`config.mk`:
```
export PLATFORM = sky130hd
export DESIGN_NAME = serial_frame_receiver
export DESIGN_NICKNAME = d
export VERILOG_FILES = /design/src/rtl/sfr_pkg.sv /design/src/rtl/sfr_dp.sv /design/src/rtl/sfr_ctrl.sv /design/src/rtl/serial_frame_receiver.sv
export VERILOG_INCLUDE_DIRS = /design/src /design/src/rtl
export SDC_FILE = /design/constraint.sdc
export NUM_CORES = 1
export LEC_CHECK = 0
export ABC_AREA = 0
export BUFFER_PORTS_ARGS = -buffer_cell sky130_fd_sc_hd__buf_2
export CAP_MARGIN = 20
export CORE_MARGIN = 2
export CORE_UTILIZATION = 58
export DETAILED_ROUTE_END_ITERATION = 8
export GPL_ROUTABILITY_DRIVEN = 0
export PLACE_DENSITY_LB_ADDON = 0.12
export SETUP_SLACK_MARGIN = 0.05
export SLEW_MARGIN = 20
export SYNTH_ARGS = -nofsm -noshare
export SYNTH_HDL_FRONTEND = slang
export SYNTH_SLANG_ARGS = --single-unit
```
`constraint.sdc`:
```
create_clock -name clk_i -period 3.3 [get_ports clk_i]
set_input_delay 0.33 -clock clk_i [delete_from_list [all_inputs] [get_ports clk_i]]
set_output_delay 0.33 -clock clk_i [all_outputs]
set_load 0.05 [all_outputs]
```
`src/rtl/serial_frame_receiver_defines.svh`:
```
// assertion macros for the receiver rtl
`ifndef SERIAL_FRAME_RECEIVER_DEFINES_SVH
`define SERIAL_FRAME_RECEIVER_DEFINES_SVH

`ifndef SYNTHESIS
// checked on every clock edge outside reset
`define SFR_ASSERT(lbl, prop) \
  lbl: assert property (@(posedge clk_i) disable iff (!rst_ni) prop) \
    else $error("sfr assertion failed");
// checked on every clock edge, reset included
`define SFR_ASSERT_ALWAYS(lbl, prop) \
  lbl: assert property (@(posedge clk_i) prop) \
    else $error("sfr assertion failed");
`else
`define SFR_ASSERT(lbl, prop)
`define SFR_ASSERT_ALWAYS(lbl, prop)
`endif

`endif

```
`src/rtl/sfr_pkg.sv`:
```
package sfr_pkg;

  localparam int unsigned ByteW = 8;
  localparam int unsigned LenW  = 7;
  localparam int unsigned IdxW  = 6;

  // expected header and tail bytes
  typedef struct packed {
    logic [ByteW-1:0] head_first;
    logic [ByteW-1:0] head_second;
    logic [ByteW-1:0] tail_first;
    logic [ByteW-1:0] tail_second;
  } sfr_cfg_t;

  // controller to datapath
  typedef struct packed {
    logic cap_ident;
    logic cap_len;
    logic wr_data;
    logic cap_chk0;
    logic cap_chk1;
    logic emit_start;
    logic rd_en;
    logic load_out;
    logic emit_next;
  } sfr_cmd_t;

  // datapath to controller
  typedef struct packed {
    logic head0_hit;
    logic head1_hit;
    logic tail0_hit;
    logic tail1_hit;
    logic len_zero;
    logic len_big;
    logic fill_done;
    logic emit_last;
    logic out_free;
  } sfr_sts_t;

endpackage

```
`src/rtl/sfr_dp.sv`:
```
module sfr_dp #(
  parameter int unsigned MAX_PAYLOAD = 64
) (
  input  logic                               clk_i,
  input  logic                               rst_ni,
  input  sfr_pkg::sfr_cfg_t                  cfg_i,
  input  sfr_pkg::sfr_cmd_t                  cmd_i,
  output sfr_pkg::sfr_sts_t                  sts_o,
  input  logic [sfr_pkg::ByteW-1:0]          rx_byte_i,
  input  logic                               out_ready_i,
  output logic                               out_valid_o,
  output logic [sfr_pkg::ByteW-1:0]          frame_ident_o,
  output logic [sfr_pkg::LenW-1:0]           payload_length_o,
  output logic [sfr_pkg::IdxW-1:0]           byte_index_o,
  output logic [sfr_pkg::ByteW-1:0]          payload_byte_o,
  output logic                               byte_valid_o,
  output logic [sfr_pkg::ByteW-1:0]          check_first_o,
  output logic [sfr_pkg::ByteW-1:0]          check_second_o,
  output logic                               last_of_frame_o
);
  import sfr_pkg::*;

  localparam int unsigned AddrW = (MAX_PAYLOAD > 1) ? $clog2(MAX_PAYLOAD) : 1;
  localparam logic [ByteW-1:0] MaxLen = ByteW'(MAX_PAYLOAD);

  logic [ByteW-1:0] ident_q;
  logic [LenW-1:0]  length_q;
  logic [LenW-1:0]  fill_q;
  logic [LenW-1:0]  fill_inc;
  logic [ByteW-1:0] chk0_q;
  logic [ByteW-1:0] chk1_q;
  logic [IdxW-1:0]  emit_idx_q;
  logic [LenW-1:0]  emit_inc;
  logic [ByteW-1:0] rd_data_q;
  logic [ByteW-1:0] mem_q [MAX_PAYLOAD];
  logic             len_nz;

  logic             out_valid_q;
  logic [ByteW-1:0] out_ident_q;
  logic [LenW-1:0]  out_len_q;
  logic [IdxW-1:0]  out_idx_q;
  logic [ByteW-1:0] out_byte_q;
  logic             out_bvalid_q;
  logic [ByteW-1:0] out_chk0_q;
  logic [ByteW-1:0] out_chk1_q;
  logic             out_last_q;

  assign fill_inc = fill_q + LenW'(1);
  assign emit_inc = {1'b0, emit_idx_q} + LenW'(1);
  assign len_nz   = (length_q != '0);

  always_comb begin
    sts_o.head0_hit = (rx_byte_i == cfg_i.head_first);
    sts_o.head1_hit = (rx_byte_i == cfg_i.head_second);
    sts_o.tail0_hit = (rx_byte_i == cfg_i.tail_first);
    sts_o.tail1_hit = (rx_byte_i == cfg_i.tail_second);
    sts_o.len_zero  = (rx_byte_i == '0);
    sts_o.len_big   = (rx_byte_i > MaxLen);
    sts_o.fill_done = (fill_inc >= length_q);
    sts_o.emit_last = !len_nz || (emit_inc == length_q);
    sts_o.out_free  = !out_valid_q || out_ready_i;
  end

  // held frame fields
  always_ff @(posedge clk_i or negedge rst_ni) begin
    if (!rst_ni) begin
      ident_q    <= '0;
      length_q   <= '0;
      fill_q     <= '0;
      chk0_q     <= '0;
      chk1_q     <= '0;
      emit_idx_q <= '0;
    end else begin
      if (cmd_i.cap_ident) ident_q <= rx_byte_i;
      if (cmd_i.cap_len) begin
        fill_q <= '0;
        if (!sts_o.len_big) length_q <= rx_byte_i[LenW-1:0];
      end
      if (cmd_i.wr_data) fill_q <= fill_inc;
      if (cmd_i.cap_chk0) chk0_q <= rx_byte_i;
      if (cmd_i.cap_chk1) chk1_q <= rx_byte_i;
      if (cmd_i.emit_start) begin
        emit_idx_q <= '0;
      end else if (cmd_i.emit_next) begin
        emit_idx_q <= emit_inc[IdxW-1:0];
      end
    end
  end

  // payload memory, registered read
  always_ff @(posedge clk_i) begin
    if (cmd_i.wr_data) mem_q[fill_q[AddrW-1:0]] <= rx_byte_i;
    if (cmd_i.rd_en) rd_data_q <= mem_q[emit_idx_q[AddrW-1:0]];
  end

  // output register
  always_ff @(posedge clk_i or negedge rst_ni) begin
    if (!rst_ni) begin
      out_valid_q <= 1'b0;
    end else if (cmd_i.load_out) begin
      out_valid_q <= 1'b1;
    end else if (out_ready_i) begin
      out_valid_q <= 1'b0;
    end
  end

  always_ff @(posedge clk_i) begin
    if (cmd_i.load_out) begin
      out_ident_q  <= ident_q;
      out_len_q    <= length_q;
      out_idx_q    <= emit_idx_q;
      out_byte_q   <= len_nz ? rd_data_q : '0;
      out_bvalid_q <= len_nz;
      out_chk0_q   <= chk0_q;
      out_chk1_q   <= chk1_q;
      out_last_q   <= sts_o.emit_last;
    end
  end

  assign out_valid_o      = out_valid_q;
  assign frame_ident_o    = out_ident_q;
  assign payload_length_o = out_len_q;
  assign byte_index_o     = out_idx_q;
  assign payload_byte_o   = out_byte_q;
  assign byte_valid_o     = out_bvalid_q;
  assign check_first_o    = out_chk0_q;
  assign check_second_o   = out_chk1_q;
  assign last_of_frame_o  = out_last_q;

endmodule

```
`src/rtl/sfr_ctrl.sv`:
```
`include "serial_frame_receiver_defines.svh"

module sfr_ctrl (
  input  logic              clk_i,
  input  logic              rst_ni,
  input  logic              rx_valid_i,
  output logic              rx_ready_o,
  input  sfr_pkg::sfr_sts_t sts_i,
  output sfr_pkg::sfr_cmd_t cmd_o
);
  import sfr_pkg::*;

  typedef enum logic [3:0] {
    HEAD0,
    HEAD1,
    IDENT,
    LEN,
    DATA,
    CHK0,
    CHK1,
    TAIL0,
    TAIL1,
    EMIT_RD,
    EMIT_WR
  } state_e;

  state_e state_q;
  state_e state_d;
  logic   acc;

  assign rx_ready_o = (state_q != EMIT_RD) && (state_q != EMIT_WR);
  assign acc        = rx_valid_i && rx_ready_o;

  always_comb begin
    state_d = state_q;
    cmd_o   = '0;
    unique case (state_q)
      HEAD0: begin
        if (acc && sts_i.head0_hit) state_d = HEAD1;
      end
      HEAD1: begin
        if (acc) state_d = sts_i.head1_hit ? IDENT : HEAD0;
      end
      IDENT: begin
        if (acc) begin
          cmd_o.cap_ident = 1'b1;
          state_d         = LEN;
        end
      end
      LEN: begin
        if (acc) begin
          cmd_o.cap_len = 1'b1;
          if (sts_i.len_big) begin
            state_d = HEAD0;
          end else if (sts_i.len_zero) begin
            state_d = CHK0;
          end else begin
            state_d = DATA;
          end
        end
      end
      DATA: begin
        if (acc) begin
          cmd_o.wr_data = 1'b1;
          if (sts_i.fill_done) state_d = CHK0;
        end
      end
      CHK0: begin
        if (acc) begin
          cmd_o.cap_chk0 = 1'b1;
          state_d        = CHK1;
        end
      end
      CHK1: begin
        if (acc) begin
          cmd_o.cap_chk1 = 1'b1;
          state_d        = TAIL0;
        end
      end
      TAIL0: begin
        if (acc) state_d = sts_i.tail0_hit ? TAIL1 : HEAD0;
      end
      TAIL1: begin
        if (acc) begin
          if (sts_i.tail1_hit) begin
            cmd_o.emit_start = 1'b1;
            state_d          = EMIT_RD;
          end else begin
            state_d = HEAD0;
          end
        end
      end
      EMIT_RD: begin
        cmd_o.rd_en = 1'b1;
        state_d     = EMIT_WR;
      end
      EMIT_WR: begin
        if (sts_i.out_free) begin
          cmd_o.load_out = 1'b1;
          if (sts_i.emit_last) begin
            state_d = HEAD0;
          end else begin
            cmd_o.emit_next = 1'b1;
            state_d         = EMIT_RD;
          end
        end
      end
      default: state_d = HEAD0;
    endcase
  end

  always_ff @(posedge clk_i or negedge rst_ni) begin
    if (!rst_ni) begin
      state_q <= HEAD0;
    end else begin
      state_q <= state_d;
    end
  end

  `SFR_ASSERT_ALWAYS(a_rst_hunt, !rst_ni |=> state_q == HEAD0)
  `SFR_ASSERT(a_tail_emit, state_q == TAIL1 && acc && sts_i.tail1_hit |=> state_q == EMIT_RD)
  `SFR_ASSERT(a_rd_then_wr, state_q == EMIT_RD |=> state_q == EMIT_WR && !rx_ready_o)
  `SFR_ASSERT(a_last_hunt, cmd_o.load_out && sts_i.emit_last |=> state_q == HEAD0)

endmodule

```
`src/rtl/serial_frame_receiver.sv`:
```
// serial frame receiver: takes one received byte per request on the rx channel and hunts for
// frames of the form head_first, head_second, id, length, length payload bytes, two check bytes,
// tail_first, tail_second. the four framing bytes are set through the apb port (byte addresses
// 0, 4, 8 and 12, reset 0). a wrong header or tail byte, or a length above MAX_PAYLOAD, drops
// the frame and restarts the hunt. once the second tail byte matches, the frame drains as one
// request per payload byte on the output channel, each carrying id, length and the two check
// bytes (passed on unchecked), with last_of_frame on the final one; a zero-length frame gives a
// single request with byte_valid low. no rx byte is taken while a frame drains: each payload
// byte is read from the payload memory through its registered read and then loaded into the
// output register, which waits out any output stall. the last result may wait in the output
// register while the next frame is already being received.
module serial_frame_receiver #(
  parameter int unsigned MAX_PAYLOAD = 64
) (
  input  logic                      clk_i,
  input  logic                      rst_ni,
  // configuration
  input  logic                      psel,
  input  logic                      penable,
  input  logic                      pwrite,
  input  logic [3:0]                paddr,
  input  logic [31:0]               pwdata,
  output logic [31:0]               prdata,
  output logic                      pready,
  // received bytes
  input  logic                      rx_valid_i,
  output logic                      rx_ready_o,
  input  logic [sfr_pkg::ByteW-1:0] rx_byte_i,
  // frame payload
  output logic                      out_valid_o,
  input  logic                      out_ready_i,
  output logic [sfr_pkg::ByteW-1:0] frame_ident_o,
  output logic [sfr_pkg::LenW-1:0]  payload_length_o,
  output logic [sfr_pkg::IdxW-1:0]  byte_index_o,
  output logic [sfr_pkg::ByteW-1:0] payload_byte_o,
  output logic                      byte_valid_o,
  output logic [sfr_pkg::ByteW-1:0] check_first_o,
  output logic [sfr_pkg::ByteW-1:0] check_second_o,
  output logic                      last_of_frame_o
);
  import sfr_pkg::*;

  // register map, word index from paddr[3:2]
  typedef enum logic [1:0] {
    REG_HEAD_FIRST  = 2'd0,
    REG_HEAD_SECOND = 2'd1,
    REG_TAIL_FIRST  = 2'd2,
    REG_TAIL_SECOND = 2'd3
  } reg_idx_e;

  sfr_cfg_t cfg_q;
  sfr_cmd_t cmd;
  sfr_sts_t sts;
  reg_idx_e reg_idx;
  logic     cfg_wr;

  // register file: write in the access phase, the byte offset is ignored
  assign pready  = 1'b1;
  assign cfg_wr  = psel && penable && pwrite;
  assign reg_idx = reg_idx_e'(paddr[3:2]);

  always_ff @(posedge clk_i or negedge rst_ni) begin
    if (!rst_ni) begin
      cfg_q <= '0;
    end else if (cfg_wr) begin
      unique case (reg_idx)
        REG_HEAD_FIRST:  cfg_q.head_first  <= pwdata[ByteW-1:0];
        REG_HEAD_SECOND: cfg_q.head_second <= pwdata[ByteW-1:0];
        REG_TAIL_FIRST:  cfg_q.tail_first  <= pwdata[ByteW-1:0];
        REG_TAIL_SECOND: cfg_q.tail_second <= pwdata[ByteW-1:0];
        default: ;
      endcase
    end
  end

  // read back, zero-extended
  always_comb begin
    prdata = '0;
    unique case (reg_idx)
      REG_HEAD_FIRST:  prdata[ByteW-1:0] = cfg_q.head_first;
      REG_HEAD_SECOND: prdata[ByteW-1:0] = cfg_q.head_second;
      REG_TAIL_FIRST:  prdata[ByteW-1:0] = cfg_q.tail_first;
      REG_TAIL_SECOND: prdata[ByteW-1:0] = cfg_q.tail_second;
      default:         prdata = '0;
    endcase
  end

  // parse and drain sequencing
  sfr_ctrl u_ctrl (
    .clk_i      (clk_i),
    .rst_ni     (rst_ni),
    .rx_valid_i (rx_valid_i),
    .rx_ready_o (rx_ready_o),
    .sts_i      (sts),
    .cmd_o      (cmd)
  );

  // byte compares, held fields, payload memory and output register
  sfr_dp #(
    .MAX_PAYLOAD (MAX_PAYLOAD)
  ) u_dp (
    .clk_i            (clk_i),
    .rst_ni           (rst_ni),
    .cfg_i            (cfg_q),
    .cmd_i            (cmd),
    .sts_o            (sts),
    .rx_byte_i        (rx_byte_i),
    .out_ready_i      (out_ready_i),
    .out_valid_o      (out_valid_o),
    .frame_ident_o    (frame_ident_o),
    .payload_length_o (payload_length_o),
    .byte_index_o     (byte_index_o),
    .payload_byte_o   (payload_byte_o),
    .byte_valid_o     (byte_valid_o),
    .check_first_o    (check_first_o),
    .check_second_o   (check_second_o),
    .last_of_frame_o  (last_of_frame_o)
  );

endmodule
```
Yosys cells after proc, flatten, opt, wreduce, memory -nomap -nowiden

Memories as Yosys holds them, arrays and structs flattened. A register that Yosys moved wholly into a read port is not among the register bits.
Cells that the tools add are included.

Flip-flop bits (word level): 128
RAM bits: 512
Output and inout port bits: 82
Memories: 1

$add $sub $neg: 2
$lt $le $gt $ge: 2
Equal/unequal tests: 31
Mux-type cells: 40
Bitwise logic cells: 1
Reduce and logical (&&, ||, !) cells: 22

Memories:

| memory     | words | bits a word | read ports | clocked after Yosys merged registers in | wr ports | RTL line     | RTL |
|---|---|---|---|---|---|---|---|
| u_dp.mem_q | 64    | 8           | 1          | 1                                       | 1        | sfr_dp.sv:35 | `logic [ByteW-1:0] mem_q [MAX_PAYLOAD];` |

Operators with widths:

| kind                  | count |
|---|---|
| $mux W4               | 14 |
| $pmux W4 S11          | 1 |
| $eq A8 B8 Y1          | 4 |
| $pmux W8 S4           | 1 |
| $ne A2 B1 Y1 const B  | 9 |
| $eq A4 B3 Y1 const B  | 4 |
| $mux W1               | 16 |
| $mux W7               | 2 |
| $eq A4 B4 Y1 const B  | 3 |
| $mux W6               | 2 |
| $reduce_and A11 Y1    | 1 |
| $reduce_and A2 Y1     | 5 |
| $eq A4 B2 Y1 const B  | 2 |
| $gt A8 B7 Y1 const B  | 1 |
| $logic_not A8 Y1      | 1 |
| $ne A4 B4 Y1 const B  | 2 |
| $add A6 B1 Y7 const B | 1 |
| $add A7 B1 Y7 const B | 1 |
| $eq A7 B7 Y1          | 1 |
| $ge A7 B7 Y1          | 1 |
| $reduce_bool A7 Y1    | 1 |
| $mux W2               | 3 |
| $reduce_bool A2 Y1    | 3 |
| $logic_and A1 B1 Y1   | 5 |
| other kinds (10)      | 14 |

Logic depth before layout (Yosys ltp)

Gate-level depths: netlist (run 1).

Word-level depth: 8
Gate-level depth with buffers: 10
Depth with buffers taken out: 10

Cells and area by module

Synthesis (run 1) repeated with hierarchy kept, for this count alone.

Cell total of the unflattened synthesis: 1358
Area total of the unflattened synthesis: 25916.1 um2

By module, submodules not included:

| module                | times used | cells each | area an instance (um2) |
|---|---|---|---|
| sfr_dp                | 1          | 1196       | 23885.4 |
| serial_frame_receiver | 1          | 107        | 1625.3 |
| sfr_ctrl              | 1          | 55         | 405.4 |

Least setup slack after synthesis (run 1)

OpenSTA, ideal clock, no wires.

Path type: flip-flop to flip-flop
From: register u_ctrl.state_q[2]
To: register u_dp.emit_idx_q[5]
Setup time: 0.121 ns
Data arrival time: 2.895 ns
Required time: 3.179 ns
Slack: 0.284 ns
Stages on the path, launching flop included: 8
Path buffers: 1
Period minus slack after synthesis: 3.016 ns
Cells stage by stage: dfrtp_1 -> buf_4 -> and4bb_2 -> and2_1 -> nand2_1 -> a31oi_1 -> a21oi_1 -> o22a_1

Longest elaborated chain between the ends: 6
Elaborated cells on any way between the ends: 11
Those cells by class: eq/ne: 4; mux: 4; reduce/logical: 3

RTL lines:

| item                                                 | RTL line        | RTL |
|---|---|---|
| start: declaration                                   | sfr_ctrl.sv:27  | `state_e state_q;` |
| start signal: assignment                             | sfr_ctrl.sv:116 | `state_q <= state_d;` |
| $ne A4 B4 Y1                                         | sfr_ctrl.sv:31  | `assign rx_ready_o = (state_q != EMIT_RD) && (state_q != EMIT_WR);` |
| $logic_and A1 B1 Y1                                  | sfr_ctrl.sv:31  |  |
| $logic_and A1 B1 Y1                                  | sfr_ctrl.sv:32  | `assign acc = rx_valid_i && rx_ready_o;` |
| $mux W1                                              | sfr_ctrl.sv:84  | `if (acc) begin` |
| $mux W1                                              | sfr_ctrl.sv:37  | `unique case (state_q)` |
| $mux W6 / $reduce_bool A2 Y1 (equally long branches) | --              |  |
| end signal: assignment                               | sfr_dp.sv:85    | `emit_idx_q <= emit_inc[IdxW-1:0];` |
| end: declaration                                     | sfr_dp.sv:32    | `logic [IdxW-1:0] emit_idx_q;` |

Several ways; a longest one is shown, not always the timed one.
A chain may end at the register's enable or synchronous reset.

==> results of run 1 <==
-- cell type report --
type                            instances  share of cell area (%)
Clock inverter                         34                    1.02
Sequential cell                       648                    63.6
Multi-Input combinational cell        693                    22.1
Antenna cell                            1                 0.00835
Inverter                               14                   0.175
Timing Repair Buffer                  197                    4.62
Tap cell                              592                    2.47
Clock buffer                           87                    6.05
-- logic make-up (layout without fill, tap and decap cells) --
family                   Yosys count  after routing  synth area share, %
other                              2             26               0.0287
adder cells (fa/ha/maj)            9              9                0.430
flip-flops                       648            648                 72.7
XOR/XNOR                          49             49                 1.64
buffers and inverters            114            332                 2.42
AND/OR/NAND/NOR                  214            214                 3.97
AO/OA/AOI/OAI                    163            163                 4.66
multiplexers                     233            233                 14.2
-- synthesized netlist by cell type (all sizes together) (7+ instances only) --
| cell type | instances |
|---|---|
| o21ai | 8 |
| mux2i | 66 |
| nor2 | 90 |
| clkbuf | 36 |
| a22oi | 16 |
| edfxtp | 567 |
| a221o | 8 |
| a211oi | 10 |
| dfrtp | 81 |
| mux2 | 63 |
| mux4 | 104 |
| buf | 64 |
| a22o | 12 |
| nand2b | 7 |
| o221ai | 33 |
| nand2 | 44 |
| o22ai | 16 |
| nor3 | 8 |
| ha | 9 |
| inv | 13 |
| nor4 | 8 |
| and2 | 11 |
| a21oi | 38 |
| nand3 | 17 |
| xor2 | 23 |
| xnor2 | 26 |
-- path summary, 6_finish.rpt --
| kind | start | to | slack, ns | depth (start not counted) |
|---|---|---|---|---|
| setup / recovery | u_dp.fill_q[0]$_DFFE_PN0P_ | u_dp.length_q[1]$_DFFE_PN0P_ | 0.36 | 10 |
| hold / removal | pwdata[3] | cfg_q[11]$_DFFE_PN0P_ | 0.02 | 2 |
| setup reg to reg | u_dp.fill_q[0]$_DFFE_PN0P_ | u_dp.length_q[1]$_DFFE_PN0P_ | 0.36 | 10 |
| hold reg to reg | u_dp.chk0_q[0]$_DFFE_PN0P_ | u_dp.check_first_o[0]$_DFFE_PP_ | 0.44 | 0 |
| max in group asynchronous | rst_ni | u_dp.fill_q[2]$_DFFE_PN0P_ | 2.28 | 3 |
| min in group asynchronous | rst_ni | u_dp.ident_q[4]$_DFFE_PN0P_ | 0.23 | 2 |
-- metrics by stage --
stage          setup slack, ns  area [um^2]  power, uW  hold slack [ns]
2_1_floorplan            0.284        26300       9950           0.0344
3_3_place_gp             0.455        27800      10200            0.294
3_5_place_dp             0.367        27800      10300            0.296
4_1_cts                  0.357        30000      17500          0.00131
5_1_grt                  0.123        30000      17900           0.0306
6_report                 0.364        30000      17400           0.0226
-- where the power goes --
part	switching (uW)	total [uW]	internal [uW]
clock	3040	7260	4220
combinational	536	848	313
sequential	170	9250	9080
total	3750	17400	13600
-- flip-flops by register name (all words and copies together) (netlist names), 8 cells and up --
| signal | flops |
|---|---|
| u_dp.check_second_o | 8 |
| u_dp.payload_byte_o | 8 |
| u_dp.ident_q | 8 |
| u_dp.mem_q | 512 |
| cfg_q | 32 |
| u_dp.chk1_q | 8 |
| u_dp.chk0_q | 8 |
| u_dp.rd_data_q | 8 |
| u_dp.frame_ident_o | 8 |
| u_dp.check_first_o | 8 |
-- what timing repair did --
action,in CTS,in global routing
hold buffers,2,0
hold endpoints to repair,32,0
endpoints found under the setup margin,0,0
-- routing by layer --
metal / share of wire, % / vias up
met3: 6.9 / 99
li1: - / 6065
met2: 47 / 548
met1: 43 / 7204
met5: 0 / -
met4: 3.0 / 0
==> metrics.md, run 1 <==
| Metric | Value |
|---|---|
| Final setup TNS | `0 ns` |
| Final setup fails | `0` |
| Initial antenna violation count | `4` |
| CP cell instances | `ha_1 > nand2_1 > nor2_1 > xor2_1 > ha_1 > nand2_1 > nor3_1 > o221ai_2 > a211oi_4 > mux2_2` |
| Busiest grt layer | `met2` |
| Slowest cell on crit path | `dfrtp_1` |
| Register area share after synthesis | `72.7%` |
| DRC Markers | `0` |
| Rel. slew slack | `35.8%` |
| Drt pass-1 iters | `5` |
| GR Util met1 | `37.7%` |
| Vias in the first global route | `13700` |
| Routed wire length | `59300 um` |
| Dpl hpwl | `38000 um` |
| Tmin final | `2.94 ns` |
| Max Freq | `341 MHz` |
| Chip Width | `217 um` |
| Top_reg_cell synth | `edfxtp_1` |
| Fill count | `3003` |
| GR Util met3 | `4.28%` |
| Final hold violations | `0` |
| CTS sink count | `648` |
| Fin util | `67.5%` |
| Layout Cells excl Fill | `2266` |
| Warnings from Yosys | `0` |
| Mean Syn Cell Area | `18.3 um^2` |
| Highest-count cells in the layout ignoring fill and taps | `edfxtp_1, buf_4, mux4_2` |
| I/O Buffers | `81` |
| Reg clk slew, reported paths | `0.06 ns` |
| Post-DRT Antenna Nets | `0` |
| Crit Path Class | `flop to flop` |
| Met2 Usage GRT | `40.4%` |
| EDFF count, synth | `567` |
| Top delay family on crit path | `simple AND/OR/NAND/NOR gates` |
| Vias/cell | `6.14` |
| Resized Gates After CTS | `0` |
| Clk_skew | `0.0237 ns` |
| Die area | `0.0469 mm^2` |
| Setup crit end kind | `flop` |
| Synth top area cells | `edfxtp_1, mux4_2, dfrtp_1` |
| Commonest non-fill, non-tap cell in the layout | `edfxtp_1` |
| Iteration-0 DRC Markers | `1354` |
| Critical Path RT | `3.77 ns` |
| Io pins | `133` |
| DR vias | `13900` |
| Gate count of the mapped netlist | `1432` |
| CTS Buf Count | `67` |
| Post-Syn Area | `0.0262 mm^2` |
| Synthesized flop and latch total | `648` |
| Max H-tree Level | `3` |
| First-pass GRT wire length | `88300 um` |
| Core Footprint | `0.0444 mm^2` |
| Part of the cycle the worst path needs | `89.0%` |
| WP buf/inv | `0` |
| Share of flip-flops with an asynchronous set or reset | `12.5%` |
| Leakage power | `0.00993 uW` |
| Max Root-Sink Buffers | `3` |
| CTS tree | `done` |
| Post-CTS setup buffer count | `0` |
| Max IR drop VDD | `0.392 mV` |
| Layout cells sized above 1 | `28.3%` |
| CTS root buf | `clkbuf_16` |
| PD cells | `579 mW/mm^2` |
| Syn-to-layout area delta | `14.3%` |
| Top cell type by total area after synthesis | `edfxtp_1` |
| Max Fanout on Critical Path | `8` |
| Cell variety after synth | `65` |
| Slowest stage delay, CP | `0.48 ns` |
| Max_cap viols | `0` |
| Status | `completed` |
| Die Height | `217 um` |
| Cells after DPL | `2142` |
| Worst-Skew Late Latency | `0.60 ns` |
| Rows | `77` |
| Initial Utilization | `59.0%` |
| Sequential cell area | `0.0191 mm^2` |
| Final slew viol count | `0` |
| Share of the synthesized area in the top cell type | `65.0%` |
| GRT overflow | `0` |
| Setup crit start kind | `flop` |
| RSZ-0062 raised after global routing | `false` |
| Largest net degree at the start of global routing | `73` |
| Tightest Pin Transition | `0.962 ns` |
| DR WL/cell | `26.2 um` |
| Area of the multi-input gates | `0.00661 mm^2` |
| Layout Nets | `1681` |
| GR Util All Layers | `26.0%` |
| CP arrival | `3.41 ns` |
| HP Class | `input port to flop` |
Power figures use the tool's default switching activity.
==> run 2: changes to the inputs <==
- CTS_BUF_LIST: default -> sky130_fd_sc_hd__clkbuf_4 sky130_fd_sc_hd__clkbuf_8 sky130_fd_sc_hd__clkbuf_16
==> run 2 against run 1 <==
Clock power increased by 2%. Sequential share of layout area shrank 0.13 points. Fmax about the same. Cell area rose by 0.20%. Utilization up 0.14 points. Sequential power is essentially flat. Register-to-register slack is essentially flat. Via count down 0.28%. Wire length hardly changed. Die area unchanged. Critical path depth stayed put. Largest cell class unchanged.
==> metrics.md, run 2 (same netlist as run 1, synthesis figures left out) <==
| Metric | Value |
|---|---|
| Drt pass-1 iters | `7` |
| Rows | `77` |
| Highest-count cells in the layout ignoring fill and taps | `edfxtp_1, buf_4, mux4_2` |
| Part of the cycle the worst path needs | `89.0%` |
| Iteration-0 DRC Markers | `1504` |
| Vias/cell | `6.12` |
| Resized Gates After CTS | `0` |
| GRT overflow | `0` |
| Syn-to-layout area delta | `14.6%` |
| Layout cells sized above 1 | `29.2%` |
| Max H-tree Level | `3` |
| Leakage power | `0.00998 uW` |
| DRC Markers | `0` |
| RSZ-0062 raised after global routing | `false` |
| Final hold violations | `0` |
| Worst-Skew Late Latency | `0.60 ns` |
| Final WS setup | `0.364 ns` |
| Power after layout | `17500 uW` |
| Vias in the first global route | `13700` |
| Max_cap viols | `0` |
| Fill count | `2993` |
| Sequential cell area | `0.0191 mm^2` |
| Tmin final | `2.94 ns` |
| Dpl hpwl | `38000 um` |
| CTS sink count | `648` |
| Post-DRT Antenna Nets | `0` |
| Largest net degree at the start of global routing | `73` |
| CTS tree | `done` |
| Max IR drop VDD | `0.392 mV` |
| Chip Width | `217 um` |
| PD cells | `582 mW/mm^2` |
| Setup crit end kind | `flop` |
| Setup crit start kind | `flop` |
| Status | `completed` |
| Io pins | `133` |
| HP Class | `input port to flop` |
| Reg clk slew, reported paths | `0.06 ns` |
| DR vias | `13900` |
| Routed wire length | `59300 um` |
| Core Footprint | `0.0444 mm^2` |
| DR WL/cell | `26.2 um` |
| Worst Hold Slack | `0.0227 ns` |
| Final slew viol count | `0` |
| Tightest Pin Transition | `0.956 ns` |
| Crit Path Class | `flop to flop` |
| Final setup TNS | `0 ns` |
| Max Freq | `341 MHz` |
| Critical Path RT | `3.77 ns` |
| First-pass GRT wire length | `88200 um` |
| CTS root buf | `clkbuf_16` |
| CP arrival | `3.41 ns` |
| GR Util All Layers | `25.9%` |
| Initial antenna violation count | `4` |
| Post-place setup slack | `0.367 ns` |
| Final setup fails | `0` |
| Die Height | `217 um` |
| Rel. slew slack | `36.3%` |
| CTS Buf Count | `67` |
| Area of the multi-input gates | `0.00661 mm^2` |
| Initial Utilization | `59.0%` |
| Die area | `0.0469 mm^2` |
| Clk_skew | `0.0241 ns` |
| Layout Nets | `1681` |
| Max Root-Sink Buffers | `3` |
| Commonest non-fill, non-tap cell in the layout | `edfxtp_1` |
| I/O Buffers | `81` |
| Max Fanout on Critical Path | `8` |
| Number of flip-flops in the largest register | `512` |
## run 2: layout make-up
class	instances	share of cell area, %
antenna	1	0.00833
clock buffer	87	6.24
clock inverter	34	1.02
inverter	14	0.175
multi-input combinational	693	22.0
sequential	648	63.5
tap	592	2.47
timing repair buffer	197	4.61
## run 2: report_power, final
group	leakage (uW)	switching (uW)	total [uW]	internal, uW
Sequential	0.00609	169	9250	9080
Combinational	0.00282	537	849	313
Clock	0.00107	3030	7380	4350
Total	0.00998	3730	17500	13700
## run 2: path summary, 6_finish.rpt
check,start,endpoint,slack (ns),depth (start not counted)
worst min register to register,u_dp.chk1_q[7]$_DFFE_PN0P_,u_dp.check_second_o[7]$_DFFE_PP_,0.44,0
worst max register to register,u_dp.fill_q[0]$_DFFE_PN0P_,u_dp.length_q[1]$_DFFE_PN0P_,0.36,10
worst max-delay path,u_dp.fill_q[0]$_DFFE_PN0P_,u_dp.length_q[1]$_DFFE_PN0P_,0.36,10
min in group asynchronous,rst_ni,u_dp.chk0_q[5]$_DFFE_PN0P_,0.23,2
worst min-delay path,pwdata[3],cfg_q[11]$_DFFE_PN0P_,0.02,2
max in group asynchronous,rst_ni,u_dp.fill_q[2]$_DFFE_PN0P_,2.28,3
## run 2: routing by layer
layer  up-vias  track usage (%)  wire length (um)
li1       6065                -                 -
met1      7188             37.6             25400
met2       522             40.4             28100
met3       102             4.28              4050
met4         0             9.36              1740
met5         -                0                 0
## run 2: repair_timing
item,in CTS,in global routing
buffers inserted,0,0
hold endpoints to repair,32,0
hold buffers,2,0
## run 2: stage by stage
stage	utilization, %	area, um^2	cells
6_report	67.6	30000	2266
5_1_grt	67.6	30000	2265
4_1_cts	67.6	30000	2265
3_5_place_dp	62.7	27800	2142
3_3_place_gp	62.7	27800	2142
2_1_floorplan	-	26300	1455
## run 2: worst max-delay path, stage by stage, from the launching register on
cell      delay [ns]
dfrtp_1         0.48
ha_1            0.30
nand2_1         0.08
nor2_1          0.14
xor2_1          0.10
ha_1            0.30
nand2_1         0.08
nor3_1          0.32
o221ai_2        0.23
a211oi_4        0.38
mux2_2          0.39
==> run 3: changes to the inputs <==
- BUFFER_PORTS_ARGS: -buffer_cell sky130_fd_sc_hd__buf_2 -> -buffer_cell sky130_fd_sc_hd__clkbuf_2
==> run 3 against run 2 <==
Power increased by 1.3%. Combinational power is essentially flat. Register-to-register slack worse by 0.04 ns. Worst setup slack got worse by 0.038 ns. Utilization fell by 0.14 points. Critical endpoint is now u_dp.mem_q[52][3]$_DFFE_PP_.
==> metrics.md, run 3 (same netlist as run 1, synthesis figures left out) <==
| Metric | Value |
|---|---|
| Final hold violations | `0` |
| Slowest stage delay, CP | `0.73 ns` |
| Number of flip-flops in the largest register | `512` |
| Post-CTS setup buffer count | `0` |
| Post-DRT Antenna Nets | `0` |
| Max Fanout on Critical Path | `13` |
| Hold-fix buffers, CTS | `1` |
| Final setup TNS | `0 ns` |
| Initial Utilization | `59.0%` |
| Setup crit end kind | `flop` |
| CP cell instances | `nor2b_2 > nand2_1 > nor4_1 > buf_4 > nand2_1 > nor2_1` |
| Cell Area, Placed | `0.0277 mm^2` |
| CTS sink count | `648` |
| Most common cell on crit path | `nand2_1` |
| Post-place setup slack | `0.352 ns` |
| Die Height | `217 um` |
| Chip Width | `217 um` |
| Metal3 WL | `4200 um` |
| Reg clk slew, reported paths | `0.06 ns` |
| Dpl hpwl | `37300 um` |
| Vias/cell | `6.08` |
| Max layer used | `met4` |
| Core Footprint | `0.0444 mm^2` |
| Commonest non-fill, non-tap cell in the layout | `edfxtp_1` |
| CTS tree | `done` |
| Crit Path Class | `flop to flop` |
| Met1 wire length | `24800 um` |
| Final instance area | `0.0300 mm^2` |
| DRC Markers | `0` |
| Largest net degree at the start of global routing | `71` |
| Max Root-Sink Buffers | `3` |
| Max H-tree Level | `3` |
| PD cells | `591 mW/mm^2` |
| Tightest Pin Transition | `0.977 ns` |
| Routed wire length | `58900 um` |
| DR WL/cell | `26.1 um` |
| HP Class | `input port to flop` |
| Resized Gates After CTS | `0` |
| Critical Path RT | `3.51 ns` |
| Routed wl met2 | `27900 um` |
| Cells after DPL | `2133` |
| Final WS setup | `0.326 ns` |
| Drt pass-1 iters | `5` |
| I/O Buffers | `81` |
| Rows | `77` |
| Layout Cells excl Fill | `2258` |
| Initial antenna violation count | `4` |
| CTS Buf Count | `67` |
| Clk_skew | `0.0168 ns` |
| CTS root buf | `clkbuf_16` |
| Syn-to-layout area delta | `14.3%` |
| Highest-count cells in the layout ignoring fill and taps | `edfxtp_1, mux4_2, buf_4` |
| Layout cells sized above 1 | `29.0%` |
| CP arrival | `3.18 ns` |
| Die area | `0.0469 mm^2` |
| Final setup fails | `0` |
| Setup crit start kind | `flop` |
| First-pass GRT wire length | `87400 um` |
| Slowest cell on crit path | `nor2_1` |
| Final slew viol count | `0` |
| Tmin final | `2.97 ns` |
| Layout Nets | `1671` |
| Max Freq | `336 MHz` |
| RSZ-0062 raised after global routing | `false` |
| Leakage power | `0.0100 uW` |
| Fin util | `67.5%` |
| Status | `completed` |
| DR vias | `13700` |
| GRT overflow | `0` |
| Part of the cycle the worst path needs | `90.1%` |
| Flop2flop setup slack | `0.33 ns` |
| Max IR drop VDD | `0.474 mV` |
| Worst-Skew Late Latency | `0.58 ns` |
| Iteration-0 DRC Markers | `1336` |
| Io pins | `133` |
| Max_cap viols | `0` |
| Vias in the first global route | `13800` |
| GR Util All Layers | `25.6%` |
| Rel. slew slack | `34.6%` |
-- run 3: cell types whose count changed in the layout (fill, tap and decap cells not counted), sizes merged --
| cell | previous run | this run |
|---|---|---|
| clkinvlp | 4 | 1 |
| dlygate4sd3 | 2 | 1 |
| clkbuf | 87 | 159 |
| buf | 195 | 113 |
| diode | 1 | 2 |
| bufinv | 4 | 7 |
| inv | 17 | 16 |
| clkinv | 23 | 26 |
-- run 3: power breakdown --
group	leakage [uW]	switching, uW	internal, uW
clock network	0.00112	3020	4600
logic	0.00280	541	308
registers	0.00609	162	9080
-- run 3: critical path: cells and delay by family, from the launching register on --
kind                   cells  cell delay [ns]
and+or+nand+nor            5             1.85
DFF                        1             0.56
buffers and inverters      1             0.18
-- run 3: path summary, 6_finish.rpt --
path / depth (start not counted) / from / endpoint
worst min register to register: 0 / u_dp.ident_q[2]$_DFFE_PN0P_ / u_dp.frame_ident_o[2]$_DFFE_PP_
worst max-delay path: 6 / u_ctrl.state_q[2]$_DFFE_PN0P_ / u_dp.mem_q[52][3]$_DFFE_PP_
max in group asynchronous: 3 / rst_ni / u_dp.chk1_q[4]$_DFFE_PN0P_
min in group asynchronous: 2 / rst_ni / cfg_q[20]$_DFFE_PN0P_
worst max register to register: 6 / u_ctrl.state_q[2]$_DFFE_PN0P_ / u_dp.mem_q[52][3]$_DFFE_PP_
worst min-delay path: 2 / pwdata[6] / cfg_q[22]$_DFFE_PN0P_
-- run 3: area by class of cell --
type	instances	area, um^2
sequential	648	19100
fill	2949	14400
multi-input combinational	693	6620
clock buffer	86	1890
timing repair buffer	187	1260
tap	592	741
clock inverter	36	352
inverter	14	52.6
antenna	2	5.00
-- run 3: stage by stage --
stage / hold slack (ns) / total power (uW)
floorplan: 0.0344 / 9950
detailed placement: 0.336 / 10300
global placement: 0.337 / 10200
finish: 0.0330 / 17700
CTS: 0.00513 / 17800
global route: 0.0214 / 18200
-- run 3: layer usage --
metal	GRT usage (%)	vias to the layer above
met2	39.9	513
met5	0	-
li1	-	6049
met3	5.50	105
met1	36.3	7051
met4	9.34	0
